==> config.mk <==
export PLATFORM = sky130hd
export DESIGN_NAME = base64_decoder_flat
export DESIGN_NICKNAME = d
export VERILOG_FILES = /design/src/hdl/b64d_pkg.sv /design/src/hdl/b64d_if.sv /design/src/hdl/b64d_slots.sv /design/src/hdl/b64d_emit.sv /design/src/hdl/base64_decoder.sv /design/src/flat_wrapper.sv
export SDC_FILE = /design/constraint.sdc
export NUM_CORES = 1
export LEC_CHECK = 0
export BUFFER_PORTS_ARGS = -buffer_cell sky130_fd_sc_hd__buf_2
export CORE_MARGIN = 5
export CORE_UTILIZATION = 55
export CTS_CLUSTER_DIAMETER = 30
export DETAILED_ROUTE_END_ITERATION = 8
export PLACE_DENSITY = 0.94
export SLEW_MARGIN = 40
export SYNTH_ARGS = -nofsm -noshare
export SYNTH_HDL_FRONTEND = slang
export SYNTH_SLANG_ARGS = --single-unit
==> constraint.sdc <==
create_clock -name clk -period 8.71 [get_ports clk]
set_clock_uncertainty 0.2 [all_clocks]
set_input_delay 1.3065 -clock clk [delete_from_list [all_inputs] [get_ports clk]]
set_output_delay 1.3065 -clock clk [all_outputs]
set_load 0.03 [all_outputs]
==> src/hdl/b64d_pkg.sv <==
package b64d_pkg;

    localparam logic [7:0] CH_UPPER_A   = 8'h41;
    localparam logic [7:0] CH_UPPER_Z   = 8'h5A;
    localparam logic [7:0] CH_LOWER_A   = 8'h61;
    localparam logic [7:0] CH_LOWER_Z   = 8'h7A;
    localparam logic [7:0] CH_DIGIT_0   = 8'h30;
    localparam logic [7:0] CH_DIGIT_9   = 8'h39;
    localparam logic [7:0] CH_PLUS      = 8'h2B;
    localparam logic [7:0] CH_SLASH     = 8'h2F;
    localparam logic [7:0] CH_MINUS     = 8'h2D;
    localparam logic [7:0] CH_UNDERLINE = 8'h5F;
    localparam logic [7:0] CH_PAD       = 8'h3D;
    localparam logic [7:0] CH_NEWLINE   = 8'h0A;
    localparam logic [7:0] CH_RETURN    = 8'h0D;
    localparam logic [7:0] CH_SPACE     = 8'h20;

    localparam logic [5:0] OFS_LOWER = 6'd26;
    localparam logic [5:0] OFS_DIGIT = 6'd52;
    localparam logic [5:0] VAL_62    = 6'd62;
    localparam logic [5:0] VAL_63    = 6'd63;

    localparam int unsigned SLOT_COUNT = 3;
    localparam int unsigned PAD_BIT    = 6;

    localparam logic REG_ALPHABET_SELECT = 1'b0;

    typedef logic [6:0] slot_t;
    typedef logic [7:0] byte_t;

    typedef struct packed {
        logic            load;
        logic [1:0]      count;
        logic [2:0][7:0] bytes;
    } group_t;

    typedef struct packed {
        logic       hit;
        logic [5:0] value;
    } sextet_t;

    function automatic sextet_t lookup_sextet(input logic [7:0] ch, input logic url);
        sextet_t    res;
        logic [7:0] diff;
        res  = '{hit: 1'b0, value: 6'd0};
        diff = 8'd0;
        if (ch >= CH_UPPER_A && ch <= CH_UPPER_Z)
        begin
            diff = ch - CH_UPPER_A;
            res  = '{hit: 1'b1, value: diff[5:0]};
        end
        else if (ch >= CH_LOWER_A && ch <= CH_LOWER_Z)
        begin
            diff = ch - CH_LOWER_A;
            res  = '{hit: 1'b1, value: diff[5:0] + OFS_LOWER};
        end
        else if (ch >= CH_DIGIT_0 && ch <= CH_DIGIT_9)
        begin
            diff = ch - CH_DIGIT_0;
            res  = '{hit: 1'b1, value: diff[5:0] + OFS_DIGIT};
        end
        else if (url)
        begin
            if (ch == CH_MINUS)
                res = '{hit: 1'b1, value: VAL_62};
            else if (ch == CH_UNDERLINE)
                res = '{hit: 1'b1, value: VAL_63};
        end
        else
        begin
            if (ch == CH_PLUS)
                res = '{hit: 1'b1, value: VAL_62};
            else if (ch == CH_SLASH)
                res = '{hit: 1'b1, value: VAL_63};
        end
        return res;
    endfunction

endpackage

==> src/hdl/b64d_if.sv <==
interface b64d_char_if;
    logic       valid;
    logic       ready;
    logic [7:0] in_char;

    modport source (output valid, output in_char, input ready);
    modport sink (input valid, input in_char, output ready);
endinterface

interface b64d_byte_if;
    logic       valid;
    logic       ready;
    logic [7:0] out_byte;
    logic       last_of_run;

    modport source (output valid, output out_byte, output last_of_run, input ready);
    modport sink (input valid, input out_byte, input last_of_run, output ready);
endinterface

==> src/hdl/b64d_slots.sv <==
module b64d_slots (
    input  logic              clk,
    input  logic              rst_n,
    input  logic              alphabet_select,
    input  logic              emit_free,
    b64d_char_if.sink         enc,
    output b64d_pkg::group_t  group
);
    import b64d_pkg::*;

    logic       char_valid_reg, char_valid_next;
    byte_t      char_reg, char_next;
    slot_t      slot_reg [SLOT_COUNT];
    logic [1:0] fill_reg, fill_next;

    sextet_t    sx;
    logic       is_slot;
    slot_t      slot_val;
    logic       complete;
    logic       take;
    logic       e0, e1, e2;
    byte_t      b0, b1, b2;
    slot_t      s0, s1, s2, s3;

    always_comb
    begin
        sx       = lookup_sextet(char_reg, alphabet_select);
        is_slot  = 1'b0;
        slot_val = '0;
        if (char_reg == CH_NEWLINE || char_reg == CH_RETURN || char_reg == CH_SPACE)
            is_slot = 1'b0;
        else if (char_reg == CH_PAD)
        begin
            is_slot  = 1'b1;
            slot_val = 7'h40;
        end
        else if (sx.hit)
        begin
            is_slot  = 1'b1;
            slot_val = {1'b0, sx.value};
        end
    end

    assign complete  = char_valid_reg && is_slot && (fill_reg == 2'd3);
    assign take      = char_valid_reg && (!complete || emit_free);
    assign enc.ready = !char_valid_reg || take;

    always_comb
    begin
        char_valid_next = char_valid_reg;
        char_next       = char_reg;
        if (enc.valid && enc.ready)
        begin
            char_valid_next = 1'b1;
            char_next       = enc.in_char;
        end
        else if (take)
            char_valid_next = 1'b0;
    end

    always_comb
    begin
        fill_next = fill_reg;
        if (take && is_slot)
            fill_next = fill_reg + 2'd1;
    end

    assign s0 = slot_reg[0];
    assign s1 = slot_reg[1];
    assign s2 = slot_reg[2];
    assign s3 = slot_val;

    assign e0 = !s0[PAD_BIT] && !s1[PAD_BIT];
    assign e1 = !s2[PAD_BIT] && !s1[PAD_BIT];
    assign e2 = !s3[PAD_BIT] && !s2[PAD_BIT];
    assign b0 = {s0[5:0], s1[5:4]};
    assign b1 = {s1[3:0], s2[5:2]};
    assign b2 = {s2[1:0], s3[5:0]};

    // pack the emitted bytes to the front of the run
    always_comb
    begin
        group.load     = take && complete;
        group.count    = {1'b0, e0} + {1'b0, e1} + {1'b0, e2};
        group.bytes[0] = e0 ? b0 : (e1 ? b1 : b2);
        group.bytes[1] = (e0 && e1) ? b1 : b2;
        group.bytes[2] = b2;
    end

    always_ff @(posedge clk or negedge rst_n)
    begin
        if (!rst_n)
        begin
            char_valid_reg <= 1'b0;
            fill_reg       <= 2'd0;
            for (int i = 0; i < SLOT_COUNT; i++)
                slot_reg[i] <= '0;
        end
        else
        begin
            char_valid_reg <= char_valid_next;
            fill_reg       <= fill_next;
            for (int i = 0; i < SLOT_COUNT; i++)
            begin
                if (take && is_slot && fill_reg == 2'(i))
                    slot_reg[i] <= slot_val;
            end
        end
    end

    always_ff @(posedge clk)
    begin
        char_reg <= char_next;
    end

endmodule

==> src/hdl/b64d_emit.sv <==
module b64d_emit (
    input  logic             clk,
    input  logic             rst_n,
    input  b64d_pkg::group_t group,
    output logic             emit_free,
    b64d_byte_if.source      dec
);
    import b64d_pkg::*;

    logic [1:0] count_reg, count_next;
    byte_t      q_reg [3];
    byte_t      q_next [3];
    logic       fire;

    assign fire            = dec.valid && dec.ready;
    assign emit_free       = (count_reg == 2'd0) || (count_reg == 2'd1 && fire);
    assign dec.valid       = count_reg != 2'd0;
    assign dec.out_byte    = q_reg[0];
    assign dec.last_of_run = count_reg == 2'd1;

    always_comb
    begin
        count_next = count_reg;
        q_next     = q_reg;
        if (group.load)
        begin
            count_next = group.count;
            q_next[0]  = group.bytes[0];
            q_next[1]  = group.bytes[1];
            q_next[2]  = group.bytes[2];
        end
        else if (fire)
        begin
            count_next = count_reg - 2'd1;
            q_next[0]  = q_reg[1];
            q_next[1]  = q_reg[2];
        end
    end

    always_ff @(posedge clk or negedge rst_n)
    begin
        if (!rst_n)
            count_reg <= 2'd0;
        else
            count_reg <= count_next;
    end

    always_ff @(posedge clk)
    begin
        q_reg <= q_next;
    end

endmodule

==> src/hdl/base64_decoder.sv <==
// Base64 decoder: one character per enc transaction, decoded bytes on dec, one byte per
// transaction with last_of_run marking the final byte of each group. A character is
// taken every cycle; a group of four slots gives up to three bytes, drained one per
// cycle while dec.ready is high from a three-entry run queue, so the input stalls only
// when a group completes while the previous run is still queued.
// Register 0 (address 0, bit 0) selects the standard (0) or URL-safe (1) alphabet.
module base64_decoder (
    input  logic        clk,
    input  logic        rst_n,
    input  logic        psel,
    input  logic        penable,
    input  logic        pwrite,
    input  logic [2:0]  paddr,
    input  logic [31:0] pwdata,
    output logic [31:0] prdata,
    output logic        pready,
    b64d_char_if.sink   enc,
    b64d_byte_if.source dec
);
    import b64d_pkg::*;

    logic   alphabet_reg, alphabet_next;
    logic   emit_free;
    group_t group;

    assign pready = 1'b1;

    always_comb
    begin
        alphabet_next = alphabet_reg;
        if (psel && penable && pwrite && pready && paddr[2] == REG_ALPHABET_SELECT)
            alphabet_next = pwdata[0];
    end

    always_comb
    begin
        prdata = 32'd0;
        if (paddr[2] == REG_ALPHABET_SELECT)
            prdata = {31'd0, alphabet_reg};
    end

    always_ff @(posedge clk or negedge rst_n)
    begin
        if (!rst_n)
            alphabet_reg <= 1'b0;
        else
            alphabet_reg <= alphabet_next;
    end

    b64d_slots u_slots (
        .clk             (clk),
        .rst_n           (rst_n),
        .alphabet_select (alphabet_reg),
        .emit_free       (emit_free),
        .enc             (enc),
        .group           (group)
    );

    b64d_emit u_emit (
        .clk       (clk),
        .rst_n     (rst_n),
        .group     (group),
        .emit_free (emit_free),
        .dec       (dec)
    );

endmodule

==> src/flat_wrapper.sv <==
// flat-port wrapper written by rule: the top's interface ports become plain ports
module base64_decoder_flat import b64d_pkg::*;
  (clk, rst_n, psel, penable, pwrite, paddr, pwdata, prdata, pready, enc_valid, enc_in_char, enc_ready, dec_valid, dec_out_byte, dec_last_of_run, dec_ready);
  b64d_char_if enc_i ();
  b64d_byte_if dec_i ();
  input  logic clk;
  input  logic rst_n;
  input  logic psel;
  input  logic penable;
  input  logic pwrite;
  input  logic [2:0] paddr;
  input  logic [31:0] pwdata;
  output logic [31:0] prdata;
  output logic pready;
  input wire logic [$bits(enc_i.valid)-1:0] enc_valid;
  input wire logic [$bits(enc_i.in_char)-1:0] enc_in_char;
  output wire logic [$bits(enc_i.ready)-1:0] enc_ready;
  output wire logic [$bits(dec_i.valid)-1:0] dec_valid;
  output wire logic [$bits(dec_i.out_byte)-1:0] dec_out_byte;
  output wire logic [$bits(dec_i.last_of_run)-1:0] dec_last_of_run;
  input wire logic [$bits(dec_i.ready)-1:0] dec_ready;
  assign enc_i.valid = enc_valid;
  assign enc_i.in_char = enc_in_char;
  assign enc_ready = enc_i.ready;
  assign dec_valid = dec_i.valid;
  assign dec_out_byte = dec_i.out_byte;
  assign dec_last_of_run = dec_i.last_of_run;
  assign dec_i.ready = dec_ready;
  base64_decoder u_core (.clk(clk), .rst_n(rst_n), .psel(psel), .penable(penable), .pwrite(pwrite), .paddr(paddr), .pwdata(pwdata), .prdata(prdata), .pready(pready), .enc(enc_i), .dec(dec_i));
endmodule
; After elaboration in Yosys (flattened, before gate mapping)
; Index checks and enable logic that the tools add are counted.
[word_totals]
reg_bits = 59
inputBits = 50
output_inout_bits = 44
wordCells = 100
[op_classes]
add_sub_neg = 9
n_lt_le_gt_ge = 6
eq_ne = 12
muxes = 24
bitwise_logic = 1
n_reduce_logical = 37
[ops]
columns = cell, count
row1 = $mux 7, 10
row2 = $eq 8x6->1 const B, 5
row3 = $mux 16, 2
row4 = $mux 8, 3
row5 = $logic_and 1x1->1, 21
row6 = $eq 8x4->1 const B, 2
row7 = $ge 8x7->1 const B, 2
row8 = $le 8x7->1 const B, 2
row9 = $sub 6x6->6 const B, 2
row10 = $eq 8x7->1 const B, 1
row11 = $ge 8x6->1 const B, 1
row12 = $le 8x6->1 const B, 1
row13 = $add 6x5->6 const B, 1
row14 = $add 6x6->6 const B, 1
row15 = $logic_not 1->1, 6
row16 = $mux 1, 6
row17 = $mux 6, 1
row18 = $reduce_bool 2->1, 3
row19 = $sub 6x1->6 const B, 1
row20 = $logic_or 1x1->1, 5
row21 = $eq 2x1->1 const B, 2
row22 = $eq 2x2->1 const B, 2
row23 = $logic_not 2->1, 2
row24 = $mux 2, 2
row25 = 5 further kinds, 5

; Logic depth before layout (Yosys ltp)
; Gate-level depths: netlist (run 1).
[depth]
ltp_word = 18
mapped_depth = 11
mapped_depth_nobuf = 10

; By module
; Synthesis (run 1) repeated with hierarchy kept, for this count alone.
[unflattened]
cells_unflattened = 339
area_unflattened_um2 = 3763.6
[modules_own_cells]
columns = module, instances, cells_each, area_each_um2, seq_area_each_um2
row1 = b64d_slots, 1, 233, 2334.7, 840.8
row2 = b64d_emit, 1, 68, 1127.3, 770.7
row3 = base64_decoder, 1, 38, 301.5, 25.0

; Least setup slack after synthesis (run 1)
; Ideal clock, no wire load.
[synth_timing]
path_kind = reg-to-output
start = register u_core.u_slots.char_reg[2]
end = output port enc_ready
arrival_ns = 2.206
required_time_ns = 7.204
slack_ns = 4.998
stages_incl_launch_ff = 10
n_path_buf = 0
path_cell_list = edfxtp_1 -> inv_1 -> ha_1 -> nor2b_1 -> o21ai_0 -> nand2_1 -> nand4_2 -> nor2_1 -> nor3_1 -> inv_1
[synth_via]
elab_chain_cells = 16
elab_cells_between_ends = 36
classes_between = 6 x order compare / 8 x eq/ne / 11 x mux / 11 x reduce/logical
[synth_rtl]
columns = element, line_no
row1 = from (decl), b64d_slots.sv:12  ; byte_t char_reg, char_next;
row2 = from (signal assigned), b64d_slots.sv:113  ; char_reg <= char_next;
row3 = $eq 8x6->1 / $eq 8x7->1 (equally long branches), "b64d_pkg.sv:73, b64d_pkg.sv:66"
row4 = $mux 7 (on tied branches), "b64d_pkg.sv:73, b64d_pkg.sv:66"
row5 = $mux 7 (on tied branches), "b64d_pkg.sv:71, b64d_pkg.sv:64"
row6 = $mux 7, b64d_pkg.sv:62  ; else if (url)
row7 = $mux 7, b64d_pkg.sv:57  ; else if (ch >= CH_DIGIT_0 && ch <= CH_DIGIT_9)
row8 = $mux 7, b64d_pkg.sv:52  ; else if (ch >= CH_LOWER_A && ch <= CH_LOWER_Z)
row9 = $mux 7, b64d_pkg.sv:47  ; if (ch >= CH_UPPER_A && ch <= CH_UPPER_Z)
row10 = $mux 1, b64d_slots.sv:37  ; else if (sx.hit)
row11 = $mux 1, b64d_slots.sv:32  ; else if (char_reg == CH_PAD)
row12 = $mux 1 *, b64d_slots.sv:30  ; if (char_reg == CH_NEWLINE || char_reg == CH_RETURN || char_reg == CH_SPACE)
row13 = $logic_and 1x1->1 * (2 in a row), b64d_slots.sv:44  ; assign complete = char_valid_reg && is_slot && (fill_reg == 2'd3);
row14 = $logic_not 1->1 *, b64d_slots.sv:45  ; assign take = char_valid_reg && (!complete || emit_free);
row15 = $logic_or 1x1->1 *, b64d_slots.sv:45
row16 = $logic_and 1x1->1 *, b64d_slots.sv:45
row17 = $logic_or 1x1->1 *, b64d_slots.sv:46  ; assign enc.ready = !char_valid_reg || take;
row18 = to (decl), flat_wrapper.sv:17  ; output wire logic [$bits(enc_i.ready)-1:0] enc_ready;
; Every way passes the cells marked *; elsewhere a longest branch is shown, timed or not.

; Final worst setup path (run 1)
[layout_timing]
start = register u_core.u_slots.char_reg[0]
end = output port enc_ready
; Same word-level chain as after synthesis.

==> summary by stage, run 1 <==
STA
The max-slew violation total from the final report is 0. At the pin with the least slew margin, the transition time is 0.702 ns. The number of hold violations in the final report is 0.

The fmax is 216 MHz. After layout, the worst path uses 53.2% of the clock period. Setup violations remaining at the end of the flow were counted as 0.

Measured against its own limit, the worst slew margin works out to 53.1%. The aggregate negative setup slack is 0 ns. After layout, the minimum clock period comes to 4.63 ns.

Setup repair after global routing left no endpoint under its margin. The worst hold slack is 0.305 ns. Once routing completed, OpenROAD measured the worst setup slack at 4.08 ns.

Critical path
The worst setup path is of the reg2out kind. The most repeated library cell on the critical path is inv_1. The startpoint class of the critical path is a flip-flop. STA classifies the critical path endpoint as an output port. Together, buffers and inverters on the worst path number 3. The cell with the biggest individual delay on the critical path is edfxtp_1. STA puts the critical path data required time at 7.20 ns. The critical path data arrival time is 3.13 ns. On the worst path, the slowest cell contributes a delay of 0.47 ns. The family with the most delay on the worst path is simple AND/OR/NAND/NOR gates.

Walking the worst path, the cells encountered are inv_1 -> ha_1 -> nor2b_1 -> o21ai_1 -> nand3_1 -> nand4_2 -> nor2_1 -> nor3_1 -> inv_1 -> buf_2. Of all nets on the critical path, the largest fanout is 8.

Power
Across the VDD grid, the largest voltage drop is 162 uV. The static leakage power is 1.63 nW. The completed layout was analyzed and its total power is 0.823 mW.

Dividing total power by cell area gives a power density of 218 mW/mm^2.

Routing
The final antenna-violating net count is 0. Detailed routing placed a total of 3.33 mm of wire on met2. The starting DRC count in detailed routing is 259.

After detailed routing, the number of remaining DRC violations is 0. The per-cell via count in the routed design is 5.69. Dividing the detail-routed wire length by the instance count gives 15.6 um. For this block, the via count after detailed routing is 2562. The total routed wire length on the met1 layer is 2.92 mm.

The met3 wirelength from detailed routing is 594 um. The first-pass detailed-route iteration total is 5. The highest routing layer actually used is met4. For this block, the routed nets add up to 7.01 mm of wire.

Clock tree
The maximum clock path buffer count is 2. The CTS clock-pin slew for the worst setup and hold paths is 0.07 ns. The H-tree generated during clock tree synthesis spans 3 levels. In this run, CTS created clock tree buffers numbering 9. The post-CTS setup buffer count is 0.

The insertion delay to the later sink of the worst-skew pair is 0.33 ns. The root buffer cell chosen for the clock tree is clkbuf_8. The CTS tree is yes. Gates resized during post-CTS repair numbered 0. The number of clock sinks is 59. After clock tree synthesis, the flow added hold-fix buffers numbering 0.

Yosys
Among all flip-flop cells after synthesis, the most frequent one is edfxtp_1. Of the total synthesized cell area, the portion taken by full adders, half adders and majority gates is 5.75%. Yosys instantiated no cell more often than nand2_1. The share of synthesized area occupied by flip-flops and latches is 45.3%. The largest total area in the synthesized netlist belongs to edfxtp_1.

By count the netlist is led by nand2_1 (50), buf_4 (41), edfxtp_1 (32), o21ai_0 (28), dfrtp_1 (27). Summing the areas of all and, or, nand and nor instances in the mapped netlist gives 13.4% of the synthesized area. The share of synthesized registers carrying an async set or reset is 45.8%. Summing the areas of all compound-gate instances in the mapped netlist gives 15.8% of the synthesized area. The distinct cell type count of the synthesized netlist is 56. The portion of synthesized cell area occupied by the leading cell type is 26.6%.

The synthesis warning total is 0. The post-synthesis instance area is 0.00361 sq mm. The cell count after synthesis is 349.

After synthesis, the cell types taking the most area are edfxtp_1 (27%), dfrtp_1 (19%), buf_4 (8.5%), mux2_2 (5.3%), ha_1 (5.2%). The fraction of synthesized area in multiplexers is 6.69%. By area, the combinational part of the netlist is dominated by compound AO/OA/AOI/OAI gates. The synthesized design contains 32 enable-type register cells. In this run the mean area of a mapped cell was 10.3 sq um. The xor/xnor cell area share of the yosys netlist is 1.70%. The synthesized design contains 59 register bits.

Place
The worst-case setup slack after placement is 4.50 ns. During placement, the flow inserted port buffers numbering 28. The routability congestion estimate from global placement is 0.946. Including well taps, the total number of placed cells is 434. The HPWL after detailed placement is 4.96 mm.

Floorplanning
In this run the core area contains 29 standard-cell rows. The overall die area is 0.00828 sq mm. The I/O pin total is 94. The initial utilization of the core area, before any placement, comes to 56.8%. The placeable core region is 0.00635 sq mm. The width of the die is 91.0 um. The overall die height is 91.0 um.

Global routing
The first global-routing pass estimated 11.5 mm of wire. For this run the aggregate overflow at the end of global routing stands at 0. Entering global routing, the biggest net connects 30 pins. The number of antenna violations at the first check in global routing is 0. The number of global-route vias before repair came to 2440. Across every metal layer, demand over resource in global routing totals 17.3%.

Final layout
The number of standard cells in the final layout excluding fillers is 450. The number of antenna diodes in the final layout is 0. The relative area change from synthesis to final layout is 4.71%. The number of flip-flops in the largest register is 16. The post-route netlist has 19.6% of its cells at a drive strength greater than 1.

The net count of the finished layout is 434.

Run
The total of max-cap violations is 0.

Hold path
The tightest min-delay check is of the reg2reg type.

Status
The run finished with clean final reports.
cells in the final DEF, fill, tap and decap left out, types with 3 or more instances in the layout:
cell type  synthesis  final
a21oi_1           17     17
and3_1             3      3
buf_2              5     28
clkbuf_8           0     10
clkinv_1           1      3
clkinv_2           0      3
conb_1             2     32
dfrtp_1           27     27
edfxtp_1          32     32
ha_1              15     15
inv_1             12     12
mux2_2            17     17
mux2i_1            5      5
nand2_1           50     50
nand3_1           11     11
nor2_1            12     12
nor2b_1            6      6
nor3_1             5      5
o211ai_1           3      3
o211ai_2           3      3
o21a_1             5      5
o21ai_0           28     28
xnor2_1            6      6
worst paths after layout:
kind	from	to	slack [ns]	depth (start not counted)
max	u_core.u_slots.char_reg[0]	enc_ready	4.08	10
min	u_core.u_slots.s0[3]	u_core.u_slots.s0[3]	0.30	1
max reg2reg	u_core.u_slots.char_reg[2]	u_core.u_emit.dec.out_byte[7]	4.92	8
min reg2reg	u_core.u_slots.s0[3]	u_core.u_slots.s0[3]	0.30	1
max in group asynchronous	rst_n	u_core.u_slots.s1[4]	7.08	1
min in group asynchronous	rst_n	u_core.u_slots.fill_reg[0]	0.80	1
kinds of logic (layout without fill, tap and decap cells):
logic type / count (synthesis) / after routing
AO/OA/AOI/OAI: 78 / 78
adder cells (fa/ha/maj): 16 / 16
flip-flops: 59 / 59
other: 2 / 32
multiplexers: 22 / 22
buffers and inverters: 64 / 58
AND/OR/NAND/NOR: 101 / 101
XOR/XNOR: 7 / 7
routing by layer:
layer  vias to the layer above  global-route usage [%]
met3                        20                    4.88
met2                       121                    27.3
met4                         0                    7.46
li1                       1200                       -
met5                         -                       0
met1                      1221                    22.4
per-stage QoR:
stage                     util, %  instance area (sq um)
after floorplan                 -                   3720
after detailed placement     56.9                   3610
after global routing         59.5                   3780
final                        59.5                   3780
after CTS                    59.5                   3780
after global placement       56.9                   3610
layout make-up:
type	instances	area, sq um
clock buffer	10	138
fill	507	2570
inverter	14	52.6
sequential	59	1640
tap	77	96.3
timing repair buffer	28	140
clock inverter	6	31.3
multi-input combinational	256	1690
power by group:
| part | internal [mW] | switching (mW) |
|---|---|---|
| sequential | 0.355 | 0.0317 |
| combinational | 0.0764 | 0.149 |
| clock | 0.108 | 0.103 |
Note: power is estimated with default switching activity, not from simulation.
==> inputs of run 2 (changes only) <==
--- a/config.mk
+++ b/config.mk
@@ -7,10 +7,10 @@
 export LEC_CHECK = 0
 export BUFFER_PORTS_ARGS = -buffer_cell sky130_fd_sc_hd__buf_2
 export CORE_MARGIN = 5
-export CORE_UTILIZATION = 55
+export CORE_UTILIZATION = 53
 export CTS_CLUSTER_DIAMETER = 30
 export DETAILED_ROUTE_END_ITERATION = 8
-export PLACE_DENSITY = 0.94
+export PLACE_DENSITY = 0.91
 export SLEW_MARGIN = 40
 export SYNTH_ARGS = -nofsm -noshare
 export SYNTH_HDL_FRONTEND = slang
==> constraint.sdc (replaced) <==
create_clock -name clk -period 4.3 [get_ports clk]
set_clock_uncertainty 0.2 [all_clocks]
set_input_delay 0.645 -clock clk [delete_from_list [all_inputs] [get_ports clk]]
set_output_delay 0.645 -clock clk [all_outputs]
set_load 0.03 [all_outputs]
==> run 2 against run 1 <==
Power grew 120%. Count of clock-buffer cells in the layout unchanged. First-iteration DRC count decreased by 35%. Clock power increased to 2.6 times the previous value. Wire length is 1.8% higher. Critical path depth unchanged. Die area increased by 3.3%. Utilization down 2.5 points.
==> summary by stage, run 2 (synthesis results as in run 1) <==
Place
The number of port buffers is 28. The routability congestion estimate from global placement is 0.922. The detailed placement HPWL is 5.08 mm.

Power
In this run the static leakage power is 1.64 nW. The total power density per cell area is 469 mW/mm^2. The worst IR drop on VDD is 202 uV.

Clock tree
Clock tree synthesis selected as its root buffer the cell clkbuf_8. The clock reaches the later pin of the worst-skew pair after 0.34 ns. In this run, CTS created clock tree buffers numbering 9. The number of buffers inserted for hold repair after clock tree synthesis is 0.

After clock tree synthesis, the repair step resized 0 gates. The maximum clock path buffer count is 2. For this design, the sink count on the clock tree is 59. After clock tree synthesis, the clock-pin slew on the worst setup and hold paths is 0.08 ns. The H-tree depth is 3. TritonCTS built the clock tree. The post-CTS setup buffer count is 0.

STA
Setup violations remaining at the end of the flow were counted as 0. The number of hold violations in the final report was 0. The worst hold slack is 0.123 ns. The final critical-path required period is 3.92 ns. The max-slew violation total from the final report is 0. The relative slew slack is 50.6%.

At the pin with the least slew margin, the transition time is 0.739 ns. Setup repair after global routing left no endpoint under its margin. Of the available clock period, the critical path in the final layout requires 91.2%. For this run, the top clock speed supported by timing is 255 MHz.

In the final timing run, aggregate negative setup slack is 0 ns.

Floorplanning
The die is 92.5 um tall. The width of the die is 92.5 um. Row generation in the floorplan step produced 30 rows.

The floorplan step defined a die boundary enclosing 0.00856 sq mm. The core region is 0.00672 sq mm. During I/O placement, the number of pins put on the boundary was 94. The initial utilization of the core area, before any placement, comes to 53.7%.

Critical path
The endpoint kind of the worst setup timing path is an output port. Along the worst path, the maximum fanout reaches 7. The worst setup path is launched from a flip-flop.

In this run the worst setup path begins at u_core.u_slots.char_reg[2]. Data arrives at the worst endpoint at 3.08 ns. The critical path is of the reg2out type. The data required time of the worst path is 3.45 ns. The worst register-to-register path begins at u_core.u_slots.char_reg[2].

Global routing
The number of antenna violations at the first check in global routing is 0. The number of global-route vias before repair is 2489. The global-route wire length before repair is 11.8 mm.

The overall track demand over capacity in global routing is 17.6%. Entering global routing, the biggest net connects 30 pins. The overflow left after global routing is 0.

Routing
After detailed routing, the number of remaining DRC violations is 0. The first detailed-routing pass ran for 4 iterations. Detailed routing inserted a total of 2513 vias. In the routed layout, each cell is associated on average with a via count of 5.55. The routed length per instance is 15.8 um. In this run, the number of DRC markers left after iteration 0 of detailed routing was 169. The final antenna-violating net count is 0. The final wirelength is 7.14 mm.

Final layout
0 antenna diodes ended up in the layout. The number of nets in the layout is 434. Of the cells placed in the final design, the portion with a size suffix greater than 1 is 19.8%. The most common cell after layout, fill and taps aside is nand2_1. At the end of the flow the core is filled with cells to 57.0%.

The register with the most flip-flops in the layout has 16 of them. The total of fill cells in the finished design is 566. The top cell types in the final layout, fill and taps aside, are nand2_1 (50), conb_1 (32), edfxtp_1 (32). Relative to the synthesized area, the layout overhead comes to 6.17%.

Run
The tool flagged a number of max-cap violations equal to 0.

Hold path
The tightest min-delay check is of the in2async type.

Status
The flow ran to the end, and the final reports show no timing, DRC or antenna violations.
[run 2: cell types whose count changed in the layout (fill, tap and decap cells not counted)]
cell        delta
clkbuf_1       +1
clkinv_4       +1
clkinvlp_4     +1
clkinv_1       -2
clkinv_2       -2
clkbuf_8       -1
bufinv_16      +2
[run 2: area by class of cell]
cell class / instances / area (sq um) / area share (%)
Sequential cell: 59 / 1640 / 42.7
Clock inverter: 6 / 90.1 / 2.35
Multi-Input combinational cell: 256 / 1690 / 44.0
Clock buffer: 10 / 128 / 3.33
Inverter: 14 / 52.6 / 1.37
Tap cell: 80 / 100 / 2.61
Timing Repair Buffer: 28 / 140 / 3.66
[run 2: routing by layer]
| metal | GRT usage (%) | part of all wire (%) | vias to the layer above |
|---|---|---|---|
| li1 | - | - | 1205 |
| met1 | 21.8 | 42 | 1173 |
| met2 | 28.4 | 48 | 118 |
| met3 | 3.49 | 7.8 | 17 |
| met4 | 10.4 | 2.2 | 0 |
| met5 | 0 | 0 | - |
[run 2: worst paths after layout]
kind	end	slack [ns]	cells after the start
max	enc_ready	0.38	10
min	u_core.u_slots.s2[0]	0.12	1
max reg2reg	u_core.u_emit.q_reg[8]	0.52	8
min reg2reg	u_core.u_slots.s0[5]	0.31	1
max in group asynchronous	u_core.u_emit.count_reg[1]	3.35	1
min in group clk	u_core.u_slots.char_reg[6]	0.28	1
[run 2: power breakdown]
part	internal [mW]	switching, mW
sequential	0.719	0.0652
combinational	0.155	0.302
clock	0.327	0.230
total	1.20	0.597
[run 2: per-stage QoR]
| step | power, mW | instances | setup slack, ns | instance area [sq um] |
|---|---|---|---|---|
| finish | 1.80 | 453 | 0.380 | 3830 |
| global route | 1.90 | 453 | 0.113 | 3830 |
| CTS | 1.81 | 453 | 0.374 | 3830 |
| detailed placement | 1.25 | 437 | 0.573 | 3610 |
| global placement | 1.23 | 437 | 0.634 | 3610 |
| floorplan | 1.18 | 379 | 1.25 | 3720 |
[run 2: critical path, stage by stage (launching register included)]
cell and delay (ns):
edfxtp_1 0.51, inv_1 0.22, ha_1 0.34, nor2b_1 0.16, o21ai_0 0.35, nand2_1 0.28, nand4_2 0.25, nor2_1 0.06
nor3_1 0.31, inv_1 0.07, buf_2 0.18
